<file path="config.mk">
export PLATFORM = sky130hd
export DESIGN_NAME = rwh_sine
export DESIGN_NICKNAME = d
export VERILOG_FILES = /design/src/rtl/radial_wave_height_sum_core_defines.svh /design/src/rtl/rwh_pkg.sv /design/src/rtl/rwh_sine.sv
export SDC_FILE = /design/constraint.sdc
export NUM_CORES = 2
export LEC_CHECK = 0
export ABC_AREA = 1
export BUFFER_PORTS_ARGS = -buffer_cell sky130_fd_sc_hd__buf_4
export CAP_MARGIN = 20
export CORE_MARGIN = 1
export CORE_UTILIZATION = 55
export CTS_CLUSTER_DIAMETER = 30
export DETAILED_ROUTE_END_ITERATION = 8
export PLACE_DENSITY = 0.74
export SLEW_MARGIN = 20
export SYNTH_ARGS = -nofsm -noshare
export SYNTH_HDL_FRONTEND = slang
export SYNTH_SLANG_ARGS = --single-unit
</file>
<file path="constraint.sdc">
create_clock -name clk -period 9.33 [get_ports clk]
set_input_delay 0.4665 -clock clk [delete_from_list [all_inputs] [get_ports clk]]
set_output_delay 0.4665 -clock clk [all_outputs]
set_load 0.05 [all_outputs]
</file>
<file path="src/rtl/radial_wave_height_sum_core_defines.svh">
// Assertion macros shared by the radial wave height sum RTL.
`ifndef RADIAL_WAVE_HEIGHT_SUM_CORE_DEFINES_SVH
`define RADIAL_WAVE_HEIGHT_SUM_CORE_DEFINES_SVH
`define RWH_ASSERT_IMPL(lbl, clk, rst_n, ante, cons, msg) \
	lbl: assert property (@(posedge clk) disable iff (!rst_n) (ante) |-> (cons)) \
		else $error(msg);
`define RWH_ASSERT_NEXT(lbl, clk, rst_n, ante, cons, msg) \
	lbl: assert property (@(posedge clk) disable iff (!rst_n) (ante) |=> (cons)) \
		else $error(msg);
`endif

</file>
<file path="src/rtl/rwh_pkg.sv">
// Package with types, constants and square root helpers for the radial wave height sum.
package rwh_pkg;
	localparam int NUM_SOURCES = 3;
	localparam int SQRT_STEPS = 17;
	localparam int D2_W = 35;
	localparam int DIST_W = 18;
	localparam logic [14:0] QUARTER = 15'd16384;

	typedef enum logic [2:0] {
		REG_POS0 = 3'd0,
		REG_POS1 = 3'd1,
		REG_POS2 = 3'd2,
		REG_SHAPE0 = 3'd3,
		REG_SHAPE1 = 3'd4,
		REG_SHAPE2 = 3'd5,
		REG_PHASE = 3'd6
	} reg_idx_t;

	typedef struct packed {
		logic [D2_W-1:0] rem;
		logic [D2_W-1:0] root;
	} sqrt_st_t;

	function automatic sqrt_st_t sqrt_step(sqrt_st_t st_in, logic [D2_W-1:0] bitv);
		sqrt_st_t r;
		logic [D2_W-1:0] t;
		t = st_in.root + bitv;
		r = st_in;
		if (st_in.rem >= t) begin
			r.rem = st_in.rem - t;
			r.root = (st_in.root >> 1) + bitv;
		end else begin
			r.root = st_in.root >> 1;
		end
		return r;
	endfunction
endpackage

</file>
<file path="src/rtl/rwh_sine.sv">
// Pipelined Q1.14 sine of a 16-bit turn angle, five register stages.
module rwh_sine
	import rwh_pkg::*;
(
	input  logic               clk,
	input  logic               en,
	input  logic [15:0]        ang,
	output logic signed [15:0] sine
);
	logic [14:0] u_s1, u_s2, u_s3;
	logic [1:0]  q_s1, q_s2, q_s3, q_s4, q_s5;
	logic [14:0] x2_s2, x2_s3;
	logic [14:0] x3_s3;
	logic signed [31:0] s_s4;
	logic [14:0] s_s5;
	logic [29:0] p2, p3, p5;
	logic signed [33:0] sfull;
	logic signed [33:0] sclip;

	assign p2 = u_s1 * u_s1;
	assign p3 = x2_s2 * u_s2;
	assign p5 = x3_s3 * x2_s3;
	assign sfull = 34'sd25736 * $signed({19'd0, u_s3}) - 34'sd10512 * $signed({19'd0, x3_s3})
		+ 34'sd1160 * $signed({19'd0, 15'(p5 >> 14)});
	assign sclip = sfull < 0 ? 34'sd0 : (sfull >>> 14);

	always_ff @(posedge clk) begin
		if (en) begin
			q_s1 <= ang[15:14];
			u_s1 <= ang[14] ? (QUARTER - {1'b0, ang[13:0]}) : {1'b0, ang[13:0]};
			q_s2 <= q_s1;
			u_s2 <= u_s1;
			x2_s2 <= 15'(p2 >> 14);
			q_s3 <= q_s2;
			u_s3 <= u_s2;
			x2_s3 <= x2_s2;
			x3_s3 <= 15'(p3 >> 14);
			q_s4 <= q_s3;
			s_s4 <= sclip > 34'sd16384 ? 32'sd16384 : 32'(sclip);
			q_s5 <= q_s4;
			s_s5 <= 15'(s_s4);
		end
	end

	assign sine = q_s5[1] ? -$signed({1'b0, s_s5}) : $signed({1'b0, s_s5});
endmodule
</file>
==> out/results.txt <==
Overflow after GRT - 0
cts bufs inserted - 17
Final setup viols - 15
post-synth top area share - 0.309
TritonCTS clock tree - built
die height - 249 um
first-pass GRT wire length - 135000 um
Tightest Pin Transition - 0.948 ns
vias in the first global route - 28460
Chip Width - 249 um
routability cong. - 0.937
worst stage delay on the critical path - 0.58 ns
Core Rows - 90
placed instance count - 5079
Fill cells - 5117
core box area - 60400 sq um
Routed Antenna Nets - 0
crit end category - flip-flop
Longest Clk Path Bufs - 2
syn nets - 5179
Synth Area per Inst - 8.17 sq um
post-synth top area cell - fa_1
worst skew pair latency - 0.49 ns
max-cap violations - 0
largest net degree at the start of global routing - 75
DR WL/cell - 15.5 um
most numerous cell on the critical path - fa_1
IO Port Bufs - 33
Final WS setup - -0.768 ns
Layout area overhead - 12.6%
post-route minimum period - 10.10 ns
Via Count - 26620
Post-Route WL - 79800 um
Yosys Warn Count - 0
initial core utilization - 0.557
share of layout cells above drive strength 1 - 0.109
Final #Nets - 5426
run status - complete, but fails checks
Crit Path Class - reg -> reg
most common flop cell mapped by yosys - edfxtp_1
# hold bufs at CTS - 0
Critical Path Slowest Stage Cell - fa_1
sequential-to-total area share from yosys stat - 0.112
Die Area - 62100 sq um
Worst Skew - 0.0178 ns
via/cell ratio - 5.16
endpoints failing hold - 0
Post-route DRC - 0
Tcrit/Tclk final - 1.08
GR Util All Layers - 0.270
top cells by area, synth - fa_1 (31%), ha_1 (20%), inv_1 (13%)
crit path max fanout - 5
Max transition margin - 0.368
EDFF count, synth - 125
clock root buffer - clkbuf_16
IO Count - 34
clk sinks - 125
initial antenna violation count - 0
Post-synth ARST share - 0
unrepaired setup endpoints after global routing - true
failing checks - negative setup slack
commonest non-fill, non-tap cell in the layout - inv_1
Synth Register Bits - 125
Crit path arrival time - 10.43 ns
critical path startpoint category - flip-flop
Mapped Cells - 4116
fmax - 99.0 MHz
CP required - 9.66 ns
hpwl dp - 65400 um
Final Slew Violations - 0
Hold/Removal Path Class - in -> reg
first drt pass iteration count - 6
most frequent cells in the layout - inv_1 (1140), nand2_1 (889), fa_1 (516)
clk slew on worst S/H paths - 0.08 ns
synthesized cell area - 33600 sq um
Netlist cell types - 49
Layout Cells excl Fill - 5159
H-tree lvl count - 4
drt initial violations - 1381
-- layout make-up --
class	instances	area (sq um)	share of cell area
clock inverter	14	110	0.00291
clock buffer	18	429	0.0113
multi-input combinational	2743	25700	0.680
tap	782	978	0.0259
timing repair buffer	320	2490	0.0657
inverter	1156	4340	0.115
sequential	125	3750	0.0992
antenna	1	2.50	0.0000661
-- cells in the mapped netlist, types with 2 or more instances --
| cell | n |
|---|---|
| a21oi_1 | 179 |
| a21boi_1 | 3 |
| inv_2 | 2 |
| a31oi_1 | 22 |
| inv_1 | 1152 |
| a21boi_0 | 4 |
| xor2_1 | 105 |
| nor3_1 | 18 |
| nor2_1 | 144 |
| a21o_1 | 15 |
| edfxtp_1 | 125 |
| nand3_1 | 58 |
| nor3b_1 | 4 |
| a31o_2 | 2 |
| clkinv_1 | 2 |
| and3_1 | 2 |
| o211ai_1 | 2 |
| buf_6 | 2 |
| fa_1 | 518 |
| ha_1 | 527 |
| o21ai_1 | 2 |
| nor2_2 | 3 |
| or2_2 | 2 |
| nand4_1 | 22 |
| nor4_1 | 10 |
| nand2_1 | 904 |
| clkbuf_1 | 88 |
| a211oi_1 | 6 |
| o21a_1 | 5 |
| nand3b_1 | 7 |
| nand2_2 | 8 |
| o31ai_1 | 3 |
| nand2_4 | 2 |
| o21bai_1 | 15 |
| a21oi_2 | 9 |
| o221ai_1 | 5 |
| o21ai_0 | 62 |
| and2_1 | 3 |
| nand3_2 | 2 |
| xnor2_1 | 63 |
-- flip-flops by register name (all words and copies together), names as in the netlist --
register and cells:
s_s4 15, s_s5 15, u_s1 15, u_s2 15, u_s3 15, x2_s2 15, x2_s3 15, x3_s3 15
q_s1 1, q_s2 1, q_s3 1, q_s4 1, q_s5 1
-- repair_timing --
item                                    in CTS  in global routing
resized for setup                           65                 27
setup buffers                               38                  7
cloned                                       2                  0
pin swaps                                   68                 35
endpoints found under the setup margin      15                 15
-- cells by family (layout without fill, tap and decap cells) --
logic type / count (synthesis) / in the layout / synth area share
adders and majority gates: 1045 / 1045 / 0.505
AOI/OAI and AO/OA: 338 / 338 / 0.0574
buffers and inverters: 1248 / 1508 / 0.140
xor gates and xnor gates: 168 / 168 / 0.0438
DFF: 125 / 125 / 0.112
and+or+nand+nor: 1192 / 1192 / 0.142
other: 0 / 1 / 0
-- routing by layer --
metal	track usage	part of all wire
met4	0.124	0.044
met1	0.320	0.41
met3	0.0315	0.046
met5	0	0
met2	0.489	0.50
-- worst max-delay path, delay by kind of cell (launching register included) --
family / cells / cell delay (ns)
DFF: 1 / 0.43
buffers and inverters: 9 / 0.85
xor gates and xnor gates: 2 / 0.39
adders and majority gates: 12 / 4.96
and+or+nand+nor: 20 / 1.86
AOI/OAI and AO/OA: 11 / 1.50
-- per-stage QoR --
stage	setup TNS [ns]	setup WS, ns	util	hold slack [ns]	instance area [sq um]
after floorplan	-4.39	-0.353	-	0.400	33900
after global placement	-9.45	-0.682	0.605	0.401	36500
after detailed placement	-12.83	-0.915	0.605	0.405	36500
after CTS	-8.23	-0.590	0.624	0.120	37700
after global routing	-19.79	-1.35	0.627	0.136	37800
final	-10.93	-0.768	0.627	0.150	37800
-- path summary, 6_finish.rpt --
kind                  from  endpoint  slack, ns  depth (start not counted)
setup / recovery  x2_s3[9]   s_s4[4]      -0.77                         54
hold / removal     ang[15]   q_s1[1]       0.15                          1
setup reg to reg  x2_s3[9]   s_s4[4]      -0.77                         54
hold reg to reg    q_s4[1]   q_s5[1]       0.42                          0
Power is not shown: default switching activity piles up to over one toggle a cycle in this logic, so the estimate is an artifact.
